## config.mk

```make
export PLATFORM = sky130hd
export DESIGN_NAME = rle_escape_byte_decoder
export DESIGN_NICKNAME = d
export VERILOG_FILES = /design/src/hw/rtl/rle_dec_pkg.sv /design/src/hw/rtl/rle_dec_core.sv /design/src/hw/rtl/rle_dec_fifo.sv /design/src/hw/rtl/rle_escape_byte_decoder.sv
export SDC_FILE = /design/constraint.sdc
export NUM_CORES = 1
export LEC_CHECK = 0
export BUFFER_PORTS_ARGS = -buffer_cell sky130_fd_sc_hd__buf_2
export CAP_MARGIN = 0
export CORE_MARGIN = 2
export CORE_UTILIZATION = 40
export DETAILED_ROUTE_END_ITERATION = 7
export PLACE_DENSITY = 0.71
export SLEW_MARGIN = 20
export SYNTH_ARGS = -nofsm -noshare
export SYNTH_HDL_FRONTEND = slang
export SYNTH_SLANG_ARGS = --single-unit
export TNS_END_PERCENT = 1
```

## constraint.sdc

```tcl
create_clock -name i_clk -period 7.9 [get_ports i_clk]
set_input_delay 1.58 -clock i_clk [delete_from_list [all_inputs] [get_ports i_clk]]
set_output_delay 1.58 -clock i_clk [all_outputs]
set_load 0.02 [all_outputs]
```

## src/hw/rtl/rle_dec_pkg.sv

```systemverilog
// ----------------------------------------------------------------------------
// rle decoder package
// widths, codes and the result record shared by the decoder files
// ----------------------------------------------------------------------------
package rle_dec_pkg;

    localparam int TOTAL_BITS_DEF = 24;
    localparam int BYTE_W         = 8;
    localparam int LEN_W          = 16;
    localparam int CAP_W          = 24;
    localparam int OUT_TOTAL_W    = 24;
    localparam int Q_DEPTH        = 3;

    localparam logic [CAP_W-1:0]  CAP_RESET  = {CAP_W{1'b1}};
    localparam logic [BYTE_W-1:0] LONG_MARK  = 8'h80;
    localparam logic [BYTE_W-1:0] SHORT_MASK = 8'h7f;

    typedef enum logic [2:0] {
        PH_HEADER,
        PH_IDLE,
        PH_AFTER_ESC,
        PH_COUNT,
        PH_LOW,
        PH_DISCARD
    } t_phase;

    typedef enum logic [1:0] {
        ST_RUN,
        ST_DONE,
        ST_OVERFLOW,
        ST_TRUNC
    } t_status;

    typedef struct packed {
        logic [BYTE_W-1:0]      value;
        logic [LEN_W-1:0]       length;
        logic [OUT_TOTAL_W-1:0] total;
        t_status                status;
        logic                   fin;
    } t_result;

    // results caused by one packed byte: run item first, report second
    typedef struct packed {
        logic    vld_a;
        t_result a;
        logic    vld_b;
        t_result b;
    } t_step;

endpackage

```

## src/hw/rtl/rle_dec_core.sv

```systemverilog
// ----------------------------------------------------------------------------
// rle decoder core
// stream state, capacity register and per-byte result generation
// ----------------------------------------------------------------------------
module rle_dec_core import rle_dec_pkg::*; #(
    parameter int TOTAL_BITS = TOTAL_BITS_DEF
) (
    input  logic              i_clk,
    input  logic              i_rst_n,
    input  logic              i_accept,
    input  logic [BYTE_W-1:0] i_packed_byte,
    input  logic              i_last_byte,
    input  logic              i_cfg_we,
    input  logic [CAP_W-1:0]  i_cfg_data,
    output t_step             o_step
);

    localparam int SW = (TOTAL_BITS + 1 > CAP_W + 1) ? TOTAL_BITS + 1 : CAP_W + 1;

    t_phase                r_phase, n_phase;
    logic [BYTE_W-1:0]     r_esc, n_esc;
    logic [BYTE_W-1:0]     r_pend, n_pend;
    logic [BYTE_W-1:0]     r_high, n_high;
    logic [TOTAL_BITS-1:0] r_total, n_total;
    logic [CAP_W-1:0]      r_cap;

    always_ff @(posedge i_clk) begin
        if (!i_rst_n) begin
            r_phase <= PH_HEADER;
            r_esc   <= '0;
            r_pend  <= '0;
            r_high  <= '0;
            r_total <= '0;
        end else if (i_accept) begin
            r_phase <= n_phase;
            r_esc   <= n_esc;
            r_pend  <= n_pend;
            r_high  <= n_high;
            r_total <= n_total;
        end
    end

    always_ff @(posedge i_clk) begin
        if (!i_rst_n) begin
            r_cap <= CAP_RESET;
        end else if (i_cfg_we) begin
            r_cap <= i_cfg_data;
        end
    end

    always_comb begin
        logic              run_req;
        logic [BYTE_W-1:0] run_val;
        logic [LEN_W-1:0]  run_len;
        logic [SW-1:0]     next_sum;
        logic [SW-1:0]     tot_ext;
        logic              emit;
        logic              ovf;
        logic              mid;

        n_phase = r_phase;
        n_esc   = r_esc;
        n_pend  = r_pend;
        n_high  = r_high;
        n_total = r_total;
        run_req = 1'b0;
        run_val = '0;
        run_len = '0;

        unique case (r_phase)
            PH_HEADER: begin
                n_esc   = i_packed_byte;
                n_phase = PH_IDLE;
            end
            PH_IDLE: begin
                if (i_packed_byte == r_esc) begin
                    n_phase = PH_AFTER_ESC;
                end else begin
                    run_req = 1'b1;
                    run_val = i_packed_byte;
                    run_len = LEN_W'(1);
                end
            end
            PH_AFTER_ESC: begin
                if (i_packed_byte == r_esc) begin
                    n_phase = PH_IDLE;
                    run_req = 1'b1;
                    run_val = r_esc;
                    run_len = LEN_W'(1);
                end else begin
                    n_pend  = i_packed_byte;
                    n_phase = PH_COUNT;
                end
            end
            PH_COUNT: begin
                if (i_packed_byte > LONG_MARK) begin
                    n_phase = PH_IDLE;
                    run_req = 1'b1;
                    run_val = r_pend;
                    run_len = LEN_W'(i_packed_byte & SHORT_MASK);
                end else begin
                    n_high  = i_packed_byte;
                    n_phase = PH_LOW;
                end
            end
            PH_LOW: begin
                n_phase = PH_IDLE;
                run_req = 1'b1;
                run_val = r_pend;
                run_len = {r_high, i_packed_byte};
            end
            PH_DISCARD: begin
                n_phase = PH_DISCARD;
            end
            default: begin
                n_phase = PH_HEADER;
            end
        endcase

        // capacity and total range check
        emit     = run_req && (run_len != '0);
        tot_ext  = SW'(r_total);
        next_sum = tot_ext + SW'(run_len);
        ovf      = emit && ((next_sum > SW'(r_cap)) || (next_sum[SW-1:TOTAL_BITS] != '0));

        if (ovf) begin
            n_phase = PH_DISCARD;
        end else if (emit) begin
            n_total = next_sum[TOTAL_BITS-1:0];
        end

        o_step.vld_a    = emit;
        o_step.a.value  = run_val;
        o_step.a.length = run_len;
        o_step.a.total  = ovf ? tot_ext[OUT_TOTAL_W-1:0] : next_sum[OUT_TOTAL_W-1:0];
        o_step.a.status = ovf ? ST_OVERFLOW : ST_RUN;

        // end of stream report
        mid = (n_phase == PH_AFTER_ESC) || (n_phase == PH_COUNT) || (n_phase == PH_LOW);
        tot_ext = SW'(n_total);
        o_step.vld_b    = i_last_byte && !ovf && (r_phase != PH_DISCARD);
        o_step.b.value  = '0;
        o_step.b.length = '0;
        o_step.b.total  = tot_ext[OUT_TOTAL_W-1:0];
        o_step.b.status = mid ? ST_TRUNC : ST_DONE;
        o_step.b.fin    = 1'b1;
        o_step.a.fin    = !o_step.vld_b;

        if (i_last_byte) begin
            n_phase = PH_HEADER;
            n_esc   = '0;
            n_pend  = '0;
            n_high  = '0;
            n_total = '0;
        end
    end

endmodule

```

## src/hw/rtl/rle_dec_fifo.sv

```systemverilog
// ----------------------------------------------------------------------------
// rle decoder result queue
// small queue taking up to two results per cycle, draining one when popped
// ----------------------------------------------------------------------------
module rle_dec_fifo import rle_dec_pkg::*; (
    input  logic    i_clk,
    input  logic    i_rst_n,
    input  logic    i_push,
    input  t_step   i_step,
    input  logic    i_pop,
    output logic    o_valid,
    output logic    o_full,
    output t_result o_head
);

    localparam int PTR_W = $clog2(Q_DEPTH);
    localparam int CNT_W = $clog2(Q_DEPTH + 1);

    t_result            r_mem [Q_DEPTH];
    logic [PTR_W-1:0]   r_rd, n_rd;
    logic [PTR_W-1:0]   r_wr, n_wr;
    logic [CNT_W-1:0]   r_cnt, n_cnt;
    logic               wr_a, wr_b;
    logic [PTR_W-1:0]   wr_b_ptr;
    logic [CNT_W-1:0]   push_n;

    function automatic logic [PTR_W-1:0] ptr_inc(input logic [PTR_W-1:0] p);
        ptr_inc = (p == PTR_W'(Q_DEPTH - 1)) ? '0 : p + PTR_W'(1);
    endfunction

    assign wr_a     = i_push && i_step.vld_a;
    assign wr_b     = i_push && i_step.vld_b;
    assign wr_b_ptr = wr_a ? ptr_inc(r_wr) : r_wr;
    assign push_n   = CNT_W'(wr_a) + CNT_W'(wr_b);

    always_comb begin
        n_rd  = (i_pop && o_valid) ? ptr_inc(r_rd) : r_rd;
        n_wr  = wr_b ? ptr_inc(wr_b_ptr) : (wr_a ? ptr_inc(r_wr) : r_wr);
        n_cnt = r_cnt + push_n - CNT_W'(i_pop && o_valid);
    end

    always_ff @(posedge i_clk) begin
        if (!i_rst_n) begin
            r_rd  <= '0;
            r_wr  <= '0;
            r_cnt <= '0;
        end else begin
            r_rd  <= n_rd;
            r_wr  <= n_wr;
            r_cnt <= n_cnt;
        end
    end

    always_ff @(posedge i_clk) begin
        if (wr_a) begin
            r_mem[r_wr] <= i_step.a;
        end
        if (wr_b) begin
            r_mem[wr_b_ptr] <= i_step.b;
        end
    end

    assign o_valid = (r_cnt != '0);
    assign o_full  = (r_cnt >= CNT_W'(Q_DEPTH - 1));
    assign o_head  = r_mem[r_rd];

endmodule

```

## src/hw/rtl/rle_escape_byte_decoder.sv

```systemverilog
// ----------------------------------------------------------------------------
// rle escape byte decoder
// unpacks an escape-coded run-length stream into runs and stream reports
// ----------------------------------------------------------------------------
//  port group  direction  handshake            payload
//  in          request    i_in_valid/o_in_stall    packed byte, last flag
//  out         result     o_out_valid/i_out_stall  value, length, total, status, final
//  cfg         write      i_cfg_valid/o_cfg_ready  output capacity
//
//  one packed byte per cycle while o_in_stall is low; a byte giving a run and a report yields two results
//  stall on the input comes from the fill of the three-entry result queue
//  an accepted request's results are registered in the result queue before they appear on the output
//  synchronous active-low reset; capacity resets to all ones
// ----------------------------------------------------------------------------
module rle_escape_byte_decoder import rle_dec_pkg::*; #(
    parameter int TOTAL_BITS = TOTAL_BITS_DEF
) (
    input  logic                   i_clk,
    input  logic                   i_rst_n,
    input  logic                   i_in_valid,
    output logic                   o_in_stall,
    input  logic [BYTE_W-1:0]      i_packed_byte,
    input  logic                   i_last_byte,
    output logic                   o_out_valid,
    input  logic                   i_out_stall,
    output logic [BYTE_W-1:0]      o_run_value,
    output logic [LEN_W-1:0]       o_run_length,
    output logic [OUT_TOTAL_W-1:0] o_total_length,
    output logic [1:0]             o_status,
    output logic                   o_final_of_step,
    input  logic                   i_cfg_valid,
    output logic                   o_cfg_ready,
    input  logic [CAP_W-1:0]       i_cfg_data
);

    logic    accept;
    logic    full;
    t_step   step;
    t_result head;

    assign o_cfg_ready = 1'b1;
    assign o_in_stall  = full;
    assign accept      = i_in_valid && !full;

    rle_dec_core #(
        .TOTAL_BITS (TOTAL_BITS)
    ) u_core (
        .i_clk         (i_clk),
        .i_rst_n       (i_rst_n),
        .i_accept      (accept),
        .i_packed_byte (i_packed_byte),
        .i_last_byte   (i_last_byte),
        .i_cfg_we      (i_cfg_valid && o_cfg_ready),
        .i_cfg_data    (i_cfg_data),
        .o_step        (step)
    );

    rle_dec_fifo u_fifo (
        .i_clk   (i_clk),
        .i_rst_n (i_rst_n),
        .i_push  (accept),
        .i_step  (step),
        .i_pop   (!i_out_stall),
        .o_valid (o_out_valid),
        .o_full  (full),
        .o_head  (head)
    );

    assign o_run_value     = head.value;
    assign o_run_length    = head.length;
    assign o_total_length  = head.total;
    assign o_status        = head.status;
    assign o_final_of_step = head.fin;

endmodule

```

==> results of run 1 <==
## metrics by stage
stage	setup TNS [ns]	setup slack (ns)
2_1_floorplan	0	0.0227
3_3_place_gp	0	0.0625
3_5_place_dp	-6.00	-0.151
4_1_cts	0	0.378
5_1_grt	0	0.00605
6_report	0	0.371
## placed cells by master (no fill, tap or decap), drive strengths merged, types with 9 or more instances in the layout
cell / count
nor2: 90
and2: 18
nand2: 183
clkbuf: 41
inv: 42
edfxtp: 75
mux2i: 77
o211ai: 27
nand4: 13
a22o: 60
xor2: 9
nor2b: 14
a21o: 10
o21ai: 81
a32o: 20
nand3: 23
xnor2: 21
ha: 42
nor3: 21
a21oi: 67
a211oi: 22
o221a: 19
dfxtp: 161
buf: 135
## worst max-delay path, stage by stage
cell and delay [ns]:
sky130_fd_sc_hd__buf_2 0.14, sky130_fd_sc_hd__or4_4 0.56, sky130_fd_sc_hd__o41ai_4 0.30, sky130_fd_sc_hd__o31ai_2 0.15, sky130_fd_sc_hd__buf_4 0.18, sky130_fd_sc_hd__nand2_1 0.25, sky130_fd_sc_hd__inv_1 0.11, sky130_fd_sc_hd__ha_1 0.32
sky130_fd_sc_hd__a211oi_1 0.26, sky130_fd_sc_hd__o21bai_1 0.16, sky130_fd_sc_hd__o21a_1 0.22, sky130_fd_sc_hd__nor3_1 0.39, sky130_fd_sc_hd__nor2_1 0.09, sky130_fd_sc_hd__nor2_1 0.12, sky130_fd_sc_hd__xnor2_1 0.13, sky130_fd_sc_hd__ha_1 0.35
sky130_fd_sc_hd__nand4_1 0.15, sky130_fd_sc_hd__nor3_1 0.28, sky130_fd_sc_hd__o21ai_0 0.13, sky130_fd_sc_hd__o211ai_1 0.36, sky130_fd_sc_hd__o211a_1 0.30, sky130_fd_sc_hd__buf_4 0.22, sky130_fd_sc_hd__nor3_2 0.07, sky130_fd_sc_hd__nor3_2 0.82
sky130_fd_sc_hd__a22o_1 0.27
## flip-flops by register name, summed over array words and instances, names as in the netlist, named ones only
name	count
u_core.r_esc	8
u_fifo.r_wr	2
u_core.r_phase	3
u_fifo.r_rd	2
u_fifo.r_mem	153
u_core.r_cap	24
u_core.r_pend	8
u_fifo.r_cnt	2
u_core.r_high	8
u_core.r_total	24
## report_power, final
| group | internal (µW) | switching [µW] | leakage, µW |
|---|---|---|---|
| Clock | 690 | 484 | 0.000412 |
| Combinational | 248 | 456 | 0.00325 |
| Sequential | 1370 | 61.5 | 0.00202 |
## cells by family after synthesis
group / Yosys count
mux: 77
other cells: 1
compound gates: 373
fa+ha+maj: 43
simple gates: 402
buf+inv: 129
xor+xnor: 30
flops: 236
## worst paths after layout
check	to	slack, ns	cells past startpoint
min	u_fifo.r_mem[0][31]$_SDFFE_PN0P_	0.46	2
max	u_fifo.r_mem[0][10]$_DFFE_PP_	0.37	25
min reg2reg	u_fifo.r_mem[0][31]$_SDFFE_PN0P_	0.46	2
max reg2reg	u_fifo.r_mem[2][11]$_DFFE_PP_	1.14	24
## metal layers
layer  global-route usage (%)  wire [µm]
met5                        0          0
met3                     2.47       2190
met1                     29.0      15000
met2                     35.1      16000
met4                     8.67       1440
## layout make-up
| cell class | count | area share, % |
|---|---|---|
| Clock buffer | 41 | 5.70 |
| Multi-Input combinational cell | 926 | 44.3 |
| Timing Repair Buffer | 135 | 6.07 |
| Clock inverter | 5 | 0.214 |
| Tap cell | 390 | 3.48 |
| Sequential cell | 236 | 39.1 |
| Inverter | 43 | 1.18 |
## timing repair
action,in CTS,in global routing
gates resized for setup,0,2
hold buffers,0,0
setup endpoints to repair,0,52
==> flow_summary.toml, run 1 <==
[status]
run_status = "completed"

[synthesis]
count_of_flip_flops_with_a_built_in_enable_after_synthesis = 75
top_cell_type_s_share_of_synthesized_area_pct = 26.4
yosysWarningCount = 0
compound_gate_fraction_of_synth_area_pct = 22.5
ys_ff_latch = 236
synth_cell_types = 79
synth_fp_nets = 1372
synthTopCellsByArea = "sky130_fd_sc_hd__dfxtp_1 (26%), sky130_fd_sc_hd__edfxtp_1 (18%), sky130_fd_sc_hd__mux2i_1 (6.3%)"
synth_area_leader_cell = "sky130_fd_sc_hd__dfxtp_1"
yosys-mux-area-fraction_pct = 6.32
async_flop_share_pct = 0
post_synth_xor_area_fraction_pct = 2.16
synth-adder-area-share_pct = 4.47
share_of_the_yosys_chip_area_belonging_to_registers_pct = 44.9
synth_ff_type = "sky130_fd_sc_hd__dfxtp_1"
average_cell_area_after_synthesis_um2 = 9.44
post_synth_most_frequent_cells = "sky130_fd_sc_hd__nand2_1 (182), sky130_fd_sc_hd__dfxtp_1 (161), sky130_fd_sc_hd__nor2_1 (88)"
simple_gate_share_of_the_synthesized_area_pct = 15.0
largest_family_of_logic_cells_by_synthesized_area = "compound AO/OA/AOI/OAI gates"
postSynthCellCount = 1291
post_syn_area_um2 = 12200
synthMostInstantiatedCell = "sky130_fd_sc_hd__nand2_1"

[timing]
clock_skew_ns = 0.0110
final-setup-viol-count = 0
report.final.slew_viol_count = 0
slew_headroom_pct = 27.5
post-route-period-util_pct = 95.3
fin_crit_ns = 7.53
max_slew.worst_pin.slew_ns = 1.09
rsz_0062_raised_after_global_routing = "false"
holdWs_ns = 0.456
timing.fmax_mhz = 133
timing.final.hold_violations = 0

[placed_design]
dp_hpwl_um = 23400
routabilityCongestion = 0.919
placedInstanceArea_um2 = 13200
portBuffers = 90
place.detailed.instances = 1730

[hold_path]
hold_path.startpoint = "u_fifo.r_mem[0][31]$_SDFFE_PN0P_"
hold_path.class = "reg -> reg"

[cts]
cts_tree = "yes"
path_clk_slew_ns = 0.06
cts.repair_timing.setup_buffer_count = 0
clk_path_buf_depth = 3
cts_inserted_buffers = 25
root_buffer = "sky130_fd_sc_hd__clkbuf_16"
insertion_delay_ns = 0.53
cts.sinks = 236
htreeDepth = 1

[drt]
avgViaCountPerCell = 5.82
route.antenna.remaining_nets = 0
first_iteration_detailed_routing_drc_count = 1119
detail_route.wl_per_cell_um = 19.5
routed_wl_um = 34700
pre_antenna_drt_iters = 6
dr_total_vias = 10337
drc_violation_count_after_routing = 0

[power_and_ir_drop]
vdd_drop_max_mv = 0.137
power_uw = 3310
power_leakage_uw = 0.00569
p_per_area_nw_per_um2 = 236

[critical_path]
critical_path_class = "in -> reg"
critical_path_peak_fanout = 10
worst_ep_arrival_time_ns = 7.92
worst-endpoint-required_ns = 8.29
setup.worst_path.start = "i_packed_byte[1]"
worst_setup_path_end_kind = "flip-flop"
start_kind = "input pin"
crit-reg2reg-launch = "u_core.r_phase[0]$_SDFFE_PN0P_"

[die]
die_area_um2 = 31900
num_io_pins = 92
fp-row-count = 63
fp.dieH_um = 179
core_area_um2 = 29800
initial_core_util_pct = 40.9
die_w_um = 179

[global_route]
pin_count_of_the_biggest_net_entering_global_routing = 103
antenna_violations_before_repair = 0
grt_pass1_vias = 9871
grt_pass1_wl_um = 53900
grt.overflow.total = 0
groute.usage.overall_pct = 21.5

[cells_and_area]
instances_no_fill = 1776
postLayoutCellArea_um2 = 14000
antennaDiodeCount = 0
layout.filler_cells = 2808
area_delta_synth_final_pct = 14.9
multi_input_area_um2 = 6200
regArea_um2 = 5480
post_route_cells_drive_above_1_share_pct = 17.0
finalCoreUtilization_pct = 47.0
nets = 1448

[flow_run]
drv.max_cap_violation_count = 0
Power figures use the tool's default switching activity.
==> inputs of run 2 (changes only) <==
--- a/config.mk
+++ b/config.mk
@@ -7,10 +7,11 @@
 export LEC_CHECK = 0
 export BUFFER_PORTS_ARGS = -buffer_cell sky130_fd_sc_hd__buf_2
 export CAP_MARGIN = 0
+export CORE_ASPECT_RATIO = 1.2
 export CORE_MARGIN = 2
 export CORE_UTILIZATION = 40
 export DETAILED_ROUTE_END_ITERATION = 7
-export PLACE_DENSITY = 0.71
+export PLACE_DENSITY = 0.69
 export SLEW_MARGIN = 20
 export SYNTH_ARGS = -nofsm -noshare
 export SYNTH_HDL_FRONTEND = slang
==> constraint.sdc (replaced) <==
create_clock -name i_clk -period 8.2 [get_ports i_clk]
set_input_delay 1.64 -clock i_clk [delete_from_list [all_inputs] [get_ports i_clk]]
set_output_delay 1.64 -clock i_clk [all_outputs]
set_load 0.02 [all_outputs]
==> run 2 against run 1 <==
Design area increased by 0.20%. Combinational power decreased by 6.1%. Global-route usage decreased by 0.37 points. Clock skew increased by 0.0053 ns. Non-clock buffer count decreased by 1. Setup slack improved by 0.095 ns. Total power decreased by 1.2%. Critical endpoint is now u_fifo.r_mem[1][11]$_DFFE_PP_. Largest cell class unchanged. Largest power group unchanged.
==> flow_summary.toml, run 2 (same netlist as run 1, synthesis figures left out) <==
[global_route]
gr-max-usage-layer = "met2"
groute.layer.met1.usage_pct = 28.2
use_met2_pct = 35.1
grt_pass1_vias = 9721
groute.usage.overall_pct = 21.1
pin_count_of_the_biggest_net_entering_global_routing = 103
antenna_violations_before_repair = 0
grt_pass1_wl_um = 53600
global_route.usage.met3_pct = 2.97
grt.overflow.total = 0

[cts]
post_cts_resize_count = 0
cts.sinks = 236
path_clk_slew_ns = 0.06
holdBufCountCts = 0
insertion_delay_ns = 0.54
cts_tree = "yes"
htreeDepth = 1
cts_inserted_buffers = 27
root_buffer = "sky130_fd_sc_hd__clkbuf_16"
clk_path_buf_depth = 3
cts.repair_timing.setup_buffer_count = 0

[timing]
final-setup-viol-count = 0
fin_crit_ns = 7.73
clock_skew_ns = 0.0163
max_slew.worst_pin.slew_ns = 1.03
report.final.slew_viol_count = 0
rsz_0062_raised_after_global_routing = "false"
timing.fmax_mhz = 129
totalNegativeSetupSlack_ns = 0
timing.final.hold_violations = 0
slew_headroom_pct = 31.1
post-route-period-util_pct = 94.3

[cells_and_area]
largest_registers = "u_fifo.r_mem: 153 flops, u_core.r_cap: 24 flops, u_core.r_total: 24 flops"
most_frequent_cells_in_the_layout = "sky130_fd_sc_hd__nand2_1 (182), sky130_fd_sc_hd__dfxtp_1 (159), sky130_fd_sc_hd__buf_2 (90), sky130_fd_sc_hd__nor2_1 (85), sky130_fd_sc_hd__mux2i_1 (77)"
instances_no_fill = 1784
antennaDiodeCount = 0
final_common_cell = "sky130_fd_sc_hd__nand2_1"
area_delta_synth_final_pct = 15.2
largest_register = "u_fifo.r_mem"
nets = 1449
finalCoreUtilization_pct = 46.5
post_route_cells_drive_above_1_share_pct = 17.2
largest_register_ffs = 153

[critical_path]
worstPathCellList = "buf_2 > or4_4 > o41ai_4 > o31ai_2 > buf_4 > and2_1 > ha_1 > o211ai_1 > a21oi_1 > o21bai_1 > a21o_1 > and2_4 > or4_4 > xnor2_1 > ha_1 > a21o_1 > a21oi_1 > o221ai_1 > or2_2 > o211a_1 > nor4_1 > nor2_1 > inv_2 > o221a_2"
worst_r2r_path_depth = 23
critical_path.max_stage_delay_ns = 0.59
critical_path_peak_fanout = 34
crit_path_top_delay_cell = "sky130_fd_sc_hd__inv_2"
family_with_the_most_delay_on_the_worst_path = "simple AND/OR/NAND/NOR gates"
crit_buf_inv = 3
start_kind = "input pin"
crit-reg2reg-launch = "u_core.r_phase[2]$_SDFFE_PN0P_"
rrSetupSlack_ns = 1.29
worst-endpoint-required_ns = 8.60
regToRegEndpoint = "u_fifo.r_mem[1][11]$_DFFE_PP_"
critical_path_class = "in -> reg"
worst_setup_path_end_kind = "flip-flop"
worst_ep_arrival_time_ns = 8.13

[drt]
first_iteration_detailed_routing_drc_count = 1030
dr_total_vias = 10331
avgViaCountPerCell = 5.79
pre_antenna_drt_iters = 5
detail_route.wl_per_cell_um = 19.2
route.antenna.remaining_nets = 0
routed_wl_um = 34300
drc_violation_count_after_routing = 0

[power_and_ir_drop]
pwr-share-seq_pct = 42.4
internal-power_uw = 2290
net-switching-power_uw = 980
power_leakage_uw = 0.00573
vdd_drop_max_mv = 0.255
pwr-share-clk_pct = 37.3
switching_share_pct = 30.0
p_per_area_nw_per_um2 = 233
power.combinational.fraction_pct = 20.3

[die]
fp.dieH_um = 195
core_area_um2 = 30200
fp-row-count = 70
initial_core_util_pct = 40.3
num_io_pins = 92
die_area_um2 = 31900
die_w_um = 163

[hold_path]
hold_path.startpoint = "u_fifo.r_mem[1][35]$_SDFFE_PP0P_"
hold-path-endpoint = "u_fifo.r_mem[1][35]$_SDFFE_PP0P_"
hold_path.class = "reg -> reg"
whs_path_depth = 2

[placed_design]
place.detailed.instances = 1735
portBuffers = 90
dp_hpwl_um = 23600
routabilityCongestion = 0.921

[status]
run_status = "completed"

[flow_run]
drv.max_cap_violation_count = 0
[run 2: cell count changes in the layout (fill, tap and decap cells not counted), sizes merged]
cell      previous run  this run
clkinv               5         8
clkbuf              41        39
inv                 42        44
buf                135       134
bufinv               0         1
clkinvlp             1         0
[run 2: worst max-delay path by stage]
stage | from | to | slack [ns] | cells past startpoint
floorplan | i_packed_byte[7] | u_fifo.r_mem[2][10]$_DFFE_PP_ | 0.008 | 29
global placement | i_packed_byte[1] | u_fifo.r_mem[2][16]$_DFFE_PP_ | 0.15 | 25
detailed placement | i_packed_byte[1] | u_fifo.r_mem[1][17]$_DFFE_PP_ | 0.01 | 25
CTS | i_packed_byte[1] | u_fifo.r_mem[1][8]$_DFFE_PP_ | 0.54 | 25
global route | i_packed_byte[1] | u_fifo.r_mem[1][11]$_DFFE_PP_ | 0.07 | 25
finish | i_packed_byte[1] | u_fifo.r_mem[1][11]$_DFFE_PP_ | 0.47 | 24
[run 2: final cells by class]
class,count,area (µm²)
Fill cell,2914,16200
Multi-Input combinational cell,926,6200
Sequential cell,236,5480
Clock buffer,39,827
Timing Repair Buffer,134,793
Tap cell,396,495
Inverter,43,161
Clock inverter,10,83.8
[run 2: stage by stage]
step | cell area, µm² | total power (µW) | setup slack, ns | hold WS, ns
global route | 14000 | 3410 | 0.0683 | 0.470
floorplan | 12200 | 1850 | 0.00839 | 0.426
CTS | 14000 | 3290 | 0.540 | 0.456
detailed placement | 13100 | 2070 | 0.0136 | 0.443
global placement | 13100 | 2060 | 0.146 | 0.433
finish | 14000 | 3270 | 0.466 | 0.456
[run 2: power groups by stage]
stage / combinational (µW) / clock (µW) / sequential (µW)
floorplan: 467 / 0 / 1380
global placement: 653 / 0 / 1410
detailed placement: 662 / 0 / 1410
CTS: 664 / 1240 / 1390
global route: 717 / 1290 / 1400
finish: 662 / 1220 / 1390
[run 2: routing by layer]
metal | share of wire (%) | routed length [µm]
met4 | 3.3 | 1120
met5 | 0 | 0
met1 | 42 | 14600
met2 | 47 | 16200
met3 | 6.9 | 2360
[run 2: tightest hold or removal path, stage by stage, from the launching register on]
cell and delay [ns]:
sky130_fd_sc_hd__dfxtp_1 0.31, sky130_fd_sc_hd__nand2_1 0.05, sky130_fd_sc_hd__a21oi_1 0.05
